`config.mk`:
```
export PLATFORM = sky130hd
export DESIGN_NAME = paged_bump_allocator_refcount
export DESIGN_NICKNAME = d
export VERILOG_FILES = /design/src/design/pba_pkg.sv /design/src/design/pba_ctrl.sv /design/src/design/pba_dp.sv /design/src/design/paged_bump_allocator_refcount.sv
export VERILOG_INCLUDE_DIRS = /design/src /design/src/design
export SDC_FILE = /design/constraint.sdc
export NUM_CORES = 1
export LEC_CHECK = 0
export BUFFER_PORTS_ARGS = -buffer_cell sky130_fd_sc_hd__buf_2
export CAP_MARGIN = 0
export CORE_ASPECT_RATIO = 2
export CORE_MARGIN = 4
export CORE_UTILIZATION = 40
export CTS_CLUSTER_SIZE = 20
export DETAILED_ROUTE_END_ITERATION = 8
export GPL_TIMING_DRIVEN = 0
export PLACE_DENSITY_LB_ADDON = 0.05
export SETUP_SLACK_MARGIN = 0.5
export SYNTH_ARGS = -nofsm -noshare
export SYNTH_HDL_FRONTEND = slang
export SYNTH_HIERARCHICAL = 1
export SYNTH_SLANG_ARGS = --single-unit
export TNS_END_PERCENT = 20
```
`constraint.sdc`:
```
create_clock -name clk_i -period 4.75 [get_ports clk_i]
set_clock_uncertainty 0.2 [all_clocks]
set_input_delay 0.95 -clock clk_i [delete_from_list [all_inputs] [get_ports clk_i]]
set_output_delay 0.95 -clock clk_i [all_outputs]
set_load 0.05 [all_outputs]
```
`src/design/assert_macros.svh`:
```
// Assertion macros used by the allocator's top-level design file.
`ifndef ASSERT_MACROS_SVH
`define ASSERT_MACROS_SVH

// Clocked assertion that is switched off while reset is asserted.
`define PBA_ASSERT(lbl, prop, msg) \
  lbl: assert property (@(posedge clk_i) disable iff (!rst_ni) prop) else $error(msg);

// Clocked assertion that also holds while reset is asserted.
`define PBA_ASSERT_ALWAYS(lbl, prop, msg) \
  lbl: assert property (@(posedge clk_i) prop) else $error(msg);

`endif

```
`src/design/pba_pkg.sv`:
```
// Shared types and constants of the paged bump allocator.
package pba_pkg;

  // Field widths of the item streams.
  localparam int unsigned OP_W     = 2;
  localparam int unsigned SIZE_W   = 13;
  localparam int unsigned IDXIN_W  = 3;
  localparam int unsigned STATUS_W = 2;
  localparam int unsigned GPAGE_W  = 3;
  localparam int unsigned OFF_W    = 13;
  localparam int unsigned TOTAL_W  = 16;
  localparam int unsigned CNT_W    = 16;

  // Request codes.
  typedef enum logic [OP_W-1:0] {
    OP_ALLOC = 2'd0,
    OP_FREE  = 2'd1,
    OP_CLEAR = 2'd2,
    OP_NONE  = 2'd3
  } op_e;

  // Result status codes.
  typedef enum logic [STATUS_W-1:0] {
    ST_OK      = 2'd0,
    ST_OOM     = 2'd1,
    ST_INVALID = 2'd2
  } status_e;

  // Controller states.
  typedef enum logic [1:0] {
    S_IDLE,
    S_SCAN,
    S_UPDATE
  } state_e;

  // Commands from the controller to the datapath.
  typedef struct packed {
    logic load;
    logic scan;
    logic update;
  } pba_cmd_t;

endpackage

```
`src/design/pba_ctrl.sv`:
```
// Controller state machine of the paged bump allocator.
module pba_ctrl (
  input  logic              clk_i,
  input  logic              rst_ni,
  input  logic              in_valid_i,
  input  logic              out_ready_i,
  output logic              in_ready_o,
  output logic              out_valid_o,
  output pba_pkg::pba_cmd_t cmd_o
);
  import pba_pkg::*;

  state_e state_q, state_d;
  logic   out_valid_q, out_valid_d;

  // State and result-valid registers.
  always_ff @(posedge clk_i or negedge rst_ni) begin
    if (!rst_ni) begin
      state_q     <= S_IDLE;
      out_valid_q <= 1'b0;
    end else begin
      state_q     <= state_d;
      out_valid_q <= out_valid_d;
    end
  end

  // Next state and commands. The update waits until the output register is free.
  always_comb begin
    state_d     = state_q;
    cmd_o       = '0;
    in_ready_o  = 1'b0;
    out_valid_d = out_valid_q && !out_ready_i;
    unique case (state_q)
      S_IDLE: begin
        in_ready_o = 1'b1;
        if (in_valid_i) begin
          cmd_o.load = 1'b1;
          state_d    = S_SCAN;
        end
      end
      S_SCAN: begin
        cmd_o.scan = 1'b1;
        state_d    = S_UPDATE;
      end
      S_UPDATE: begin
        if (!out_valid_q || out_ready_i) begin
          cmd_o.update = 1'b1;
          out_valid_d  = 1'b1;
          state_d      = S_IDLE;
        end
      end
      default: state_d = S_IDLE;
    endcase
  end

  assign out_valid_o = out_valid_q;

endmodule

```
`src/design/pba_dp.sv`:
```
// Datapath of the paged bump allocator: page tables, page search and result register.
module pba_dp #(
  parameter int unsigned PAGE_BYTES = 4096,
  parameter int unsigned PAGE_COUNT = 8
) (
  input  logic                           clk_i,
  input  logic                           rst_ni,
  input  pba_pkg::pba_cmd_t              cmd_i,
  input  logic [pba_pkg::OP_W-1:0]       op_i,
  input  logic [pba_pkg::SIZE_W-1:0]     size_i,
  input  logic [pba_pkg::IDXIN_W-1:0]    idx_i,
  output logic [pba_pkg::STATUS_W-1:0]   status_o,
  output logic [pba_pkg::GPAGE_W-1:0]    gpage_o,
  output logic [pba_pkg::OFF_W-1:0]      goff_o,
  output logic                           released_o,
  output logic [pba_pkg::TOTAL_W-1:0]    total_o
);
  import pba_pkg::*;

  localparam int unsigned FILL_W = $clog2(PAGE_BYTES + 1);
  localparam int unsigned CMP_W  = (FILL_W > SIZE_W) ? FILL_W : SIZE_W;
  localparam int unsigned IDX_W  = (PAGE_COUNT > 1) ? $clog2(PAGE_COUNT) : 1;
  localparam int unsigned IDXX_W = (IDX_W > IDXIN_W) ? IDX_W : IDXIN_W;
  localparam int unsigned PICK_W = (IDX_W > GPAGE_W) ? IDX_W : GPAGE_W;
  localparam logic [CMP_W-1:0]   PAGE_LIM = CMP_W'(PAGE_BYTES);
  localparam logic [TOTAL_W-1:0] TOTAL_MAX = '1;
  localparam logic [CNT_W-1:0]   CNT_MAX = '1;

  // Request registers.
  op_e                op_q;
  logic [SIZE_W-1:0]  size_q;
  logic [IDXIN_W-1:0] idx_q;

  // Page tables and running total.
  logic [PAGE_COUNT-1:0] in_use_q;
  logic [FILL_W-1:0]     fill_q [PAGE_COUNT];
  logic [CNT_W-1:0]      cnt_q  [PAGE_COUNT];
  logic [TOTAL_W-1:0]    total_q;

  // Search results.
  logic [IDX_W-1:0] pick_q, pick_d;
  logic             found_q, found_d;
  logic             new_q, new_d;

  logic [CMP_W-1:0]      size_ext;
  logic [PAGE_COUNT-1:0] fit;
  logic [PAGE_COUNT-1:0] sel_free;
  logic [IDXX_W-1:0]     idx_ext;
  logic                  idx_ok;
  logic                  free_ok;
  logic [CNT_W-1:0]      free_cnt;
  logic                  release_pg;
  logic [FILL_W-1:0]     pick_fill;
  logic [CNT_W-1:0]      pick_cnt;
  logic [FILL_W-1:0]     base_fill;
  logic [CMP_W-1:0]      base_ext;
  logic [FILL_W-1:0]     fill_nx;
  logic [CNT_W-1:0]      cnt_nx;
  logic [PICK_W-1:0]     pick_ext;
  logic [TOTAL_W:0]      total_sum;
  logic [TOTAL_W-1:0]    total_add;
  logic [TOTAL_W-1:0]    total_sub;
  logic [TOTAL_W-1:0]    total_nx;
  logic [STATUS_W-1:0]   status_nx;
  logic [GPAGE_W-1:0]    gpage_nx;
  logic [OFF_W-1:0]      goff_nx;
  logic                  released_nx;

  // Capture the request.
  always_ff @(posedge clk_i) begin
    if (cmd_i.load) begin
      op_q   <= op_e'(op_i);
      size_q <= size_i;
      idx_q  <= idx_i;
    end
  end

  assign size_ext = CMP_W'(size_q);

  // Per-page room check against the requested size.
  always_comb begin
    for (int p = 0; p < PAGE_COUNT; p++) begin
      fit[p] = in_use_q[p] && ((PAGE_LIM - CMP_W'(fill_q[p])) >= size_ext);
    end
  end

  // Lowest fitting in-use page, else lowest unused page.
  always_comb begin
    logic             any_used;
    logic             any_free;
    logic [IDX_W-1:0] pick_used;
    logic [IDX_W-1:0] pick_free;
    any_used  = 1'b0;
    any_free  = 1'b0;
    pick_used = '0;
    pick_free = '0;
    for (int p = PAGE_COUNT - 1; p >= 0; p--) begin
      if (fit[p]) begin
        any_used  = 1'b1;
        pick_used = IDX_W'(p);
      end
      if (!in_use_q[p]) begin
        any_free  = 1'b1;
        pick_free = IDX_W'(p);
      end
    end
    pick_d  = any_used ? pick_used : pick_free;
    new_d   = !any_used;
    found_d = (size_ext <= PAGE_LIM) && (any_used || any_free);
  end

  always_ff @(posedge clk_i) begin
    if (cmd_i.scan) begin
      pick_q  <= pick_d;
      found_q <= found_d;
      new_q   <= new_d;
    end
  end

  // Free target selection; indexes beyond the pages select nothing.
  assign idx_ext = IDXX_W'(idx_q);
  assign idx_ok  = 32'(idx_ext) < PAGE_COUNT;

  always_comb begin
    free_ok   = 1'b0;
    free_cnt  = '0;
    pick_fill = '0;
    pick_cnt  = '0;
    for (int p = 0; p < PAGE_COUNT; p++) begin
      sel_free[p] = idx_ok && (idx_ext == IDXX_W'(p));
      if (sel_free[p]) begin
        free_ok  = in_use_q[p];
        free_cnt = cnt_q[p];
      end
      if (pick_q == IDX_W'(p)) begin
        pick_fill = fill_q[p];
        pick_cnt  = cnt_q[p];
      end
    end
  end

  assign release_pg = free_ok && (free_cnt <= CNT_W'(1));

  // Allocation values; a freshly taken page starts empty.
  assign base_fill = new_q ? '0 : pick_fill;
  assign base_ext  = CMP_W'(base_fill);
  assign fill_nx   = FILL_W'(base_ext + size_ext);
  assign cnt_nx    = new_q ? CNT_W'(1) : ((pick_cnt == CNT_MAX) ? pick_cnt : pick_cnt + 1'b1);
  assign pick_ext  = PICK_W'(pick_q);

  // Saturating total arithmetic.
  assign total_sum = {1'b0, total_q} + (TOTAL_W + 1)'(size_q);
  assign total_add = total_sum[TOTAL_W] ? TOTAL_MAX : total_sum[TOTAL_W-1:0];
  assign total_sub = (TOTAL_W'(size_q) > total_q) ? '0 : total_q - TOTAL_W'(size_q);

  always_comb begin
    total_nx = total_q;
    unique case (op_q)
      OP_ALLOC: if (found_q) total_nx = total_add;
      OP_FREE:  if (free_ok) total_nx = total_sub;
      OP_CLEAR: total_nx = '0;
      OP_NONE:  total_nx = total_q;
      default:  total_nx = total_q;
    endcase
  end

  // Page table update.
  always_ff @(posedge clk_i or negedge rst_ni) begin
    if (!rst_ni) begin
      in_use_q <= '0;
      total_q  <= '0;
      for (int p = 0; p < PAGE_COUNT; p++) begin
        fill_q[p] <= '0;
        cnt_q[p]  <= '0;
      end
    end else if (cmd_i.update) begin
      total_q <= total_nx;
      for (int p = 0; p < PAGE_COUNT; p++) begin
        unique case (op_q)
          OP_ALLOC: begin
            if (found_q && (pick_q == IDX_W'(p))) begin
              in_use_q[p] <= 1'b1;
              fill_q[p]   <= fill_nx;
              cnt_q[p]    <= cnt_nx;
            end
          end
          OP_FREE: begin
            if (free_ok && sel_free[p]) begin
              if (release_pg) begin
                in_use_q[p] <= 1'b0;
                fill_q[p]   <= '0;
                cnt_q[p]    <= '0;
              end else begin
                cnt_q[p] <= cnt_q[p] - 1'b1;
              end
            end
          end
          OP_CLEAR: begin
            in_use_q[p] <= 1'b0;
            fill_q[p]   <= '0;
            cnt_q[p]    <= '0;
          end
          OP_NONE: begin
            in_use_q[p] <= in_use_q[p];
          end
          default: begin
            in_use_q[p] <= in_use_q[p];
          end
        endcase
      end
    end
  end

  // Result fields of the current request.
  always_comb begin
    status_nx   = ST_OK;
    gpage_nx    = '0;
    goff_nx     = '0;
    released_nx = 1'b0;
    if (op_q == OP_ALLOC) begin
      if (found_q) begin
        gpage_nx = pick_ext[GPAGE_W-1:0];
        goff_nx  = base_ext[OFF_W-1:0];
      end else begin
        status_nx = ST_OOM;
      end
    end else if (op_q == OP_FREE) begin
      if (free_ok) begin
        released_nx = release_pg;
      end else begin
        status_nx = ST_INVALID;
      end
    end
  end

  // Result register.
  always_ff @(posedge clk_i) begin
    if (cmd_i.update) begin
      status_o   <= status_nx;
      gpage_o    <= gpage_nx;
      goff_o     <= goff_nx;
      released_o <= released_nx;
      total_o    <= total_nx;
    end
  end

endmodule

```
`src/design/paged_bump_allocator_refcount.sv`:
```
// Paged bump allocator with per-page entry reference counts: one result item per request
// item. Each request passes the idle, scan and update states in turn: the idle state
// accepts and captures it, the scan state runs the page search (a parallel room check over
// all pages and a priority pick of the lowest fitting page), and the update state updates
// the page tables, loads the result and returns to idle, after which the result is offered.
// A new request is accepted while the previous result still waits, but only once the previous
// request is back in idle; the update stalls only while an untaken result occupies the output
// register. No clearing pass follows reset.
`include "assert_macros.svh"

module paged_bump_allocator_refcount #(
  parameter int unsigned PAGE_BYTES = 4096,
  parameter int unsigned PAGE_COUNT = 8
) (
  input  logic        clk_i,
  input  logic        rst_ni,
  input  logic        s_axis_tvalid,
  output logic        s_axis_tready,
  // [12:0] entry_size, [15:13] free_page_index
  input  logic [15:0] s_axis_tdata,
  // [1:0] operation
  input  logic [1:0]  s_axis_tuser,
  output logic        m_axis_tvalid,
  input  logic        m_axis_tready,
  // [2:0] granted_page, [15:3] granted_offset, [16] page_released, [32:17] total_bytes,
  // [39:33] zero
  output logic [39:0] m_axis_tdata,
  // [1:0] status
  output logic [1:0]  m_axis_tuser
);
  import pba_pkg::*;

  pba_cmd_t            cmd;
  logic [STATUS_W-1:0] status;
  logic [GPAGE_W-1:0]  gpage;
  logic [OFF_W-1:0]    goff;
  logic                released;
  logic [TOTAL_W-1:0]  total;

  // Sequencing of one request at a time.
  pba_ctrl u_ctrl (
    .clk_i       (clk_i),
    .rst_ni      (rst_ni),
    .in_valid_i  (s_axis_tvalid),
    .out_ready_i (m_axis_tready),
    .in_ready_o  (s_axis_tready),
    .out_valid_o (m_axis_tvalid),
    .cmd_o       (cmd)
  );

  // Page tables, search and result.
  pba_dp #(
    .PAGE_BYTES (PAGE_BYTES),
    .PAGE_COUNT (PAGE_COUNT)
  ) u_dp (
    .clk_i      (clk_i),
    .rst_ni     (rst_ni),
    .cmd_i      (cmd),
    .op_i       (s_axis_tuser),
    .size_i     (s_axis_tdata[12:0]),
    .idx_i      (s_axis_tdata[15:13]),
    .status_o   (status),
    .gpage_o    (gpage),
    .goff_o     (goff),
    .released_o (released),
    .total_o    (total)
  );

  // Result item packing.
  assign m_axis_tdata = {7'd0, total, released, goff, gpage};
  assign m_axis_tuser = status;

  // An accepted item is searched in the next cycle.
  `PBA_ASSERT(a_accept_then_scan, (s_axis_tvalid && s_axis_tready) |=> cmd.scan, "no scan")
  // The update never overwrites a result that is still waiting.
  `PBA_ASSERT(a_no_overwrite, cmd.update |-> (!m_axis_tvalid || m_axis_tready), "overwrite")
  // Every update presents a result in the next cycle.
  `PBA_ASSERT(a_update_then_valid, cmd.update |=> m_axis_tvalid, "update without result")
  // No item is taken while one is in the search.
  `PBA_ASSERT(a_busy_not_ready, cmd.scan |-> !s_axis_tready, "ready while searching")
  // Reset leaves no result pending.
  `PBA_ASSERT_ALWAYS(a_reset_clears, !rst_ni |=> !m_axis_tvalid, "result valid after reset")

endmodule

```
Word level (Yosys, flattened, before mapping). Cells that the tools add are included.

Register bits: 317. Input bits: 22. Output and inout bits: 44. Logic and storage cells: 345.

Add/sub/neg operators: 20. $lt $le $gt $ge: 11. Equality and inequality tests: 39. Mux-type cells: 170. Bitwise gates (word level): 3. Reductions and logical operators: 64.

Operator list (count): $mux W16 (46); $pmux W16 S3 (8); $mux W13 (26); $pmux W13 S3 (8); $sub A16 B1 Y16 const B (8); $ge A13 B13 Y1 (8); $sub A13 B13 Y13 const A (8); $reduce_and A5 Y1 (16); $pmux W16 S4 (1); $mux W3 (17); $mux W1 (50); $ne A2 B1 Y1 const B (18); $reduce_and A4 Y1 (8); $logic_and A1 B1 Y1 (27); $eq A3 B3 Y1 const B (8); $pmux W1 S3 (8); $add A16 B13 Y17 (1); $add A16 B1 Y16 const B (1); $eq A16 B16 Y1 const B (1); $gt A13 B16 Y1 (1); $le A16 B1 Y1 const B (1); $sub A16 B13 Y16 (1); $add A13 B13 Y13 (1); $le A13 B13 Y1 const B (1); 15 further kinds (34).

Depth between registers and ports, before layout.
Word-level depth: 14. Gate-level depth with buffers: 22. Depth with buffers taken out: 18.

Hierarchy. The synthesis kept the hierarchy.

Modules (own cells, without submodules): pba_dp (instances 1, cells an instance 2713, area an instance 23840.4 sq um, sequential area each 8147.8 sq um); pba_ctrl (instances 1, cells an instance 12, area an instance 132.6 sq um, sequential area each 75.1 sq um); paged_bump_allocator_refcount (instances 1, cells an instance 9, area an instance 63.8 sq um, sequential area each 0.0 sq um).

Worst setup path before layout. Ideal clock, no wire load.

Path kind: input -> register. Start point: in m_axis_tready. End point: reg u_dp/cnt_q[23] (netlist name). Library setup time: 0.130 ns. Data arrival time: 4.573 ns. Data required time: 4.420 ns. Slack: -0.153 ns. Stages: 12. Path buffers: 4. Path through: nand2b_1 -> nor2b_1 -> clkbuf_1 -> inv_1 -> nor2_1 -> nand3_1 -> or2_2 -> clkbuf_1 -> clkbuf_1 -> clkbuf_1 -> a22oi_1 -> o31ai_1.

RTL lines: start: declaration (line paged_bump_allocator_refcount.sv:24) `input logic m_axis_tready,`; end signal: indexed assignment (line pba_dp.sv:184) `cnt_q[p] <= cnt_nx;`; end signal: indexed assignment (line pba_dp.sv:194) `cnt_q[p] <= cnt_q[p] - 1'b1;`; end: declaration (line pba_dp.sv:37) `logic [CNT_W-1:0] cnt_q [PAGE_COUNT];`.

Worst setup path in the final report.
Start point: reg u_dp.pick_q[1], in the netlist u_dp/pick_ext[1]. End point: reg u_dp/fill_q[12] (netlist name).

Cells in the longest elaborated chain, start to end: 13. Elaborated cells between the ends (all ways): 23. Those cells by class: add/sub: 1; eq/ne: 8; mux: 11; reduce/logical: 3.

RTL lines: start: declaration (line pba_dp.sv:41) `logic [IDX_W-1:0] pick_q, pick_d;`; start signal: assignment (line pba_dp.sv:114) `pick_q <= pick_d;`; $logic_not A3 Y1 (line pba_dp.sv:135) `if (pick_q == IDX_W'(p)) begin`; $mux W13 (7 in a row) (line pba_dp.sv:135); $mux W13 (*) (line pba_dp.sv:135); $mux W13 (*) (line pba_dp.sv:145) `assign base_fill = new_q ? '0 : pick_fill;`; net u_dp.base_ext[0] (line pba_dp.sv:56) `logic [CMP_W-1:0] base_ext;`; $add A13 B13 Y13 (*) (line pba_dp.sv:147) `assign fill_nx = FILL_W'(base_ext + size_ext);`; $mux W13 (*) (line pba_dp.sv:181) `if (found_q && (pick_q == IDX_W'(p))) begin`; $pmux W13 S3 (*) (line pba_dp.sv:179) `unique case (op_q)`; end signal: indexed assignment (line pba_dp.sv:183) `fill_q[p] <= fill_nx;`; end: declaration (line pba_dp.sv:36) `logic [FILL_W-1:0] fill_q [PAGE_COUNT];`.

Mark *: on every way through the listed nets, which the timed path passes. The rest lies on a longest branch. The select of a mux whose other input is x is not followed. A chain may end at the register's enable or synchronous reset.

==> impl_results.md <==
* Num CTS Buffers at 36
* Async SR Flop Fraction at 0.8170
* CP arrival at 4950 ps
* CP Class: flip-flop to flip-flop
* Total leakage power at 11.66 nW
* Root Driver: clkbuf_16
* NumNets Final at 3085
* # port buffers at 58
* # setup viols final at 0
* Cells after synthesis at 2734
* Gr ovfl total at 0
* Pwr Total at 24.87 mW
* FF-to-FF setup slack at 30 ps
* Prevailing post-synth register cell: dfrtp_1
* Register area at 8223 µm²
* Reg power frac at 0.235
* Grt met3 use at 0.07536
* Ratio of cells with drive above 1 in the final layout at 0.1540
* Critical path destination: u_dp/fill_q[12]
* Reg2reg end: u_dp/fill_q[12]
* Reg2reg start: u_dp/pick_ext[1]
* IO Pins at 66
* GRT Resource Usage Total at 0.3752
* Fin crit share at 0.9932
* Site Rows at 126
* Slew margin rel. at 0.02715
* Crit path launch type: flip-flop
* Met2 Use GR at 0.6589
* Grt met1 use at 0.3498
* Top cell type's share of synthesized area at 0.2696
* FF-to-FF path depth at 22
* Vias per Instance at 6.680
* Dpl hpwl at 93920 µm
* Worst slew pin tran at 1459 ps
* CP Max Fanout at 8
* Layout area overhead at 17.44%
* Status: finished, final reports clean
* Multi-input gate area at 15540 µm²
* First drt pass iteration count at 6
* Die Ht at 354.7 µm
* CTS hold repair buffers at 0
* Post-detailed-route DRC marker count at 0
* Power Density at 880.9 nW/µm²
* Clock Path Buffers at 3
* Worst-path clk slew at 60 ps
* Worst EP required at 4980 ps
* Post-synth cell types at 86
* Largest net degree at the start of global routing at 80
* First-pass GRT wire length at 175200 µm
* Power share of the clock group at 0.121
* Initial DRC Count at 2054
* Final hold viol count at 0
* Final Wtd Congestion at 1.086
* # Max-Cap Violations at 0
* Crit path from: u_dp/pick_ext[1]
* Die span in x at 181.3 µm
* Final Hold Slack at 97.66 ps
* Comb pwr share at 0.645
* H-tree depth at 2
* Grt peak-use layer: met2
* Worst hold path class: input port to asynchronous set/reset pin
* Synthesized area per cell at 8.792 µm²
* Yosys warns at 6
* Sequential share of the synthesized area at 0.3421
* Fmax at 212.0 MHz
* Wire per inst at 33.74 µm
* Final Routed Wirelength at 124600 µm
* CTS tree: done
* # fillers at 5808
* Period minus WS final at 4718 ps
* Largest area contributor in the netlist: dfrtp_1
* Die Area at 64320 µm²
* Core area at 59280 µm²
* Yosys reg bits at 317
* Starting Density at 0.4055
* Most area-consuming cells after synthesis: dfrtp_1 27%, ha_1 8.5%, edfxtp_1 7.2%, o21ai_0 4.7%, nand2_1 4.1%
* Int Pwr at 11.48 mW
* Unrepaired setup endpoints after global routing: yes
* Initial antenna violation count at 3
* Slew Limit Fails at 0
* Clock sinks at 317
* Critical path capture point type: flip-flop
* Via count at 24677
* Sw frac at 0.5382
* Routed Antenna Nets at 0
* Post-Syn Area at 24040 µm²
* Worst-Skew Late Latency at 580 ps
* Sw power at 13.38 mW
* Number of flops mapped to enable cells by yosys at 58
* Vias in the first global route at 24661
* VDD IR max at 0.4138 mV
## power groups by stage
stage                     Sequential, mW  Combinational (mW)  Clock, mW
after CTS                           5.70                14.8       3.05
final                               5.83                16.0       3.00
after floorplan                     5.04                9.05          0
after global routing                5.88                17.0       3.13
after global placement              5.74                13.7          0
after detailed placement            5.76                14.2          0
## stage by stage
step | worst slack, ps | cell area [µm²] | util | cells | setup TNS (ps)
2_1_floorplan | 359.7 | 24140 | - | 2740 | 0
3_3_place_gp | -2861 | 25390 | 0.4283 | 3566 | -962220
3_5_place_dp | -1399 | 25780 | 0.4350 | 3583 | -78520
4_1_cts | 56.91 | 27540 | 0.4646 | 3671 | 0
5_1_grt | -50.66 | 28220 | 0.4761 | 3691 | -489.6
6_report | 32.08 | 28230 | 0.4762 | 3694 | 0
## sequential cells by signal (all words and copies together) (netlist names)
register,cells
u_dp/in_use_q,8
u_dp/found_q,1
u_dp/pick_ext,3
u_dp/new_q,1
u_dp/goff_o,13
u_dp/status_o,2
u_dp/idx_ext,3
u_dp/gpage_o,3
u_dp/released_o,1
u_dp/fill_q,104
u_dp/size_ext,13
u_dp/total_q,16
u_ctrl/out_valid_o,1
u_dp/total_o,16
u_ctrl/state_q,2
u_dp/op_q,2
u_dp/cnt_q,128
## routing by layer
metal | share of wire | vias up | routed length (µm)
met5 | 0.00012 | - | 15
met4 | 0.14 | 2 | 16980
met3 | 0.066 | 652 | 8272
met2 | 0.49 | 1357 | 61430
met1 | 0.30 | 12058 | 37950
li1 | - | 10608 | -
## synthesized netlist by cell type, drive strengths merged (46+ instances only)
master  count
nand3      62
dfrtp     259
nor2      191
mux2       57
nand2b     48
buf        51
clkbuf    108
nor4       66
a21oi     103
o21ai     236
nor3      113
nand2     261
xnor2      71
edfxtp     58
xor2       50
o211ai     46
a31oi      46
inv       110
ha        164
## kinds of logic after synthesis
logic type / share of synthesized area
DFF: 0.3421
muxes: 0.06470
xor gates and xnor gates: 0.04409
AOI/OAI and AO/OA: 0.2165
buffers and inverters: 0.04586
other: 0.0001560
and+or+nand+nor: 0.1987
adders and majority gates: 0.08787
## worst min path at each step
stage	end	slack (ps)	depth (start not counted)
after floorplan	u_dp/cnt_q[63]	280	1
after detailed placement	u_dp/cnt_q[95]	310	1
after global routing	u_dp/cnt_q[11]	130	1
after global placement	u_ctrl/out_valid_o	300	2
after CTS	u_dp/cnt_q[10]	90	1
final	u_dp/cnt_q[10]	100	1
## worst max-delay path, stage by stage, from the launching register on
cell	delay [ps]
edfxtp_1	520
buf_6	190
buf_12	120
buf_12	130
buf_12	120
nor2b_4	110
a22o_1	170
nand2_1	70
o21ai_2	70
a221oi_2	180
a21oi_1	90
a21oi_2	250
nor2_1	100
ha_2	220
fa_2	370
a211oi_2	250
nor2_2	100
nor4_4	180
o31ai_2	150
o41ai_2	270
xnor2_1	210
nor2_4	130
mux2_4	360
## cell type report
class | instances | share of cell area
Multi-Input combinational cell | 2153 | 0.5506
Sequential cell | 317 | 0.2913
Clock buffer | 54 | 0.03794
Tap cell | 768 | 0.03404
Buffer | 159 | 0.03315
Timing Repair Buffer | 118 | 0.03307
Inverter | 111 | 0.01476
Clock inverter | 11 | 0.004920
Antenna cell | 3 | 0.0002659
## cells in the final DEF, fill, tap and decap left out, types with 47 or more instances in the layout
cell type,instances
dfrtp_1,259
nand2_1,255
o21ai_0,196
nor2_1,178
ha_1,160
inv_1,110
nor3_1,107
clkbuf_1,98
a21oi_1,94
buf_2,73
xnor2_1,68
nand3_1,61
nor4_1,60
edfxtp_1,58
buf_4,57
nand2b_1,47
## what timing repair did
action | CTS | global route
gates resized for setup | 99 | 183
hold endpoints to repair | 0 | 0
setup buffers | 23 | 20
endpoints found under the setup margin | 275 | 274
pin swaps | 18 | 46
Power figures use the tool's default switching activity.
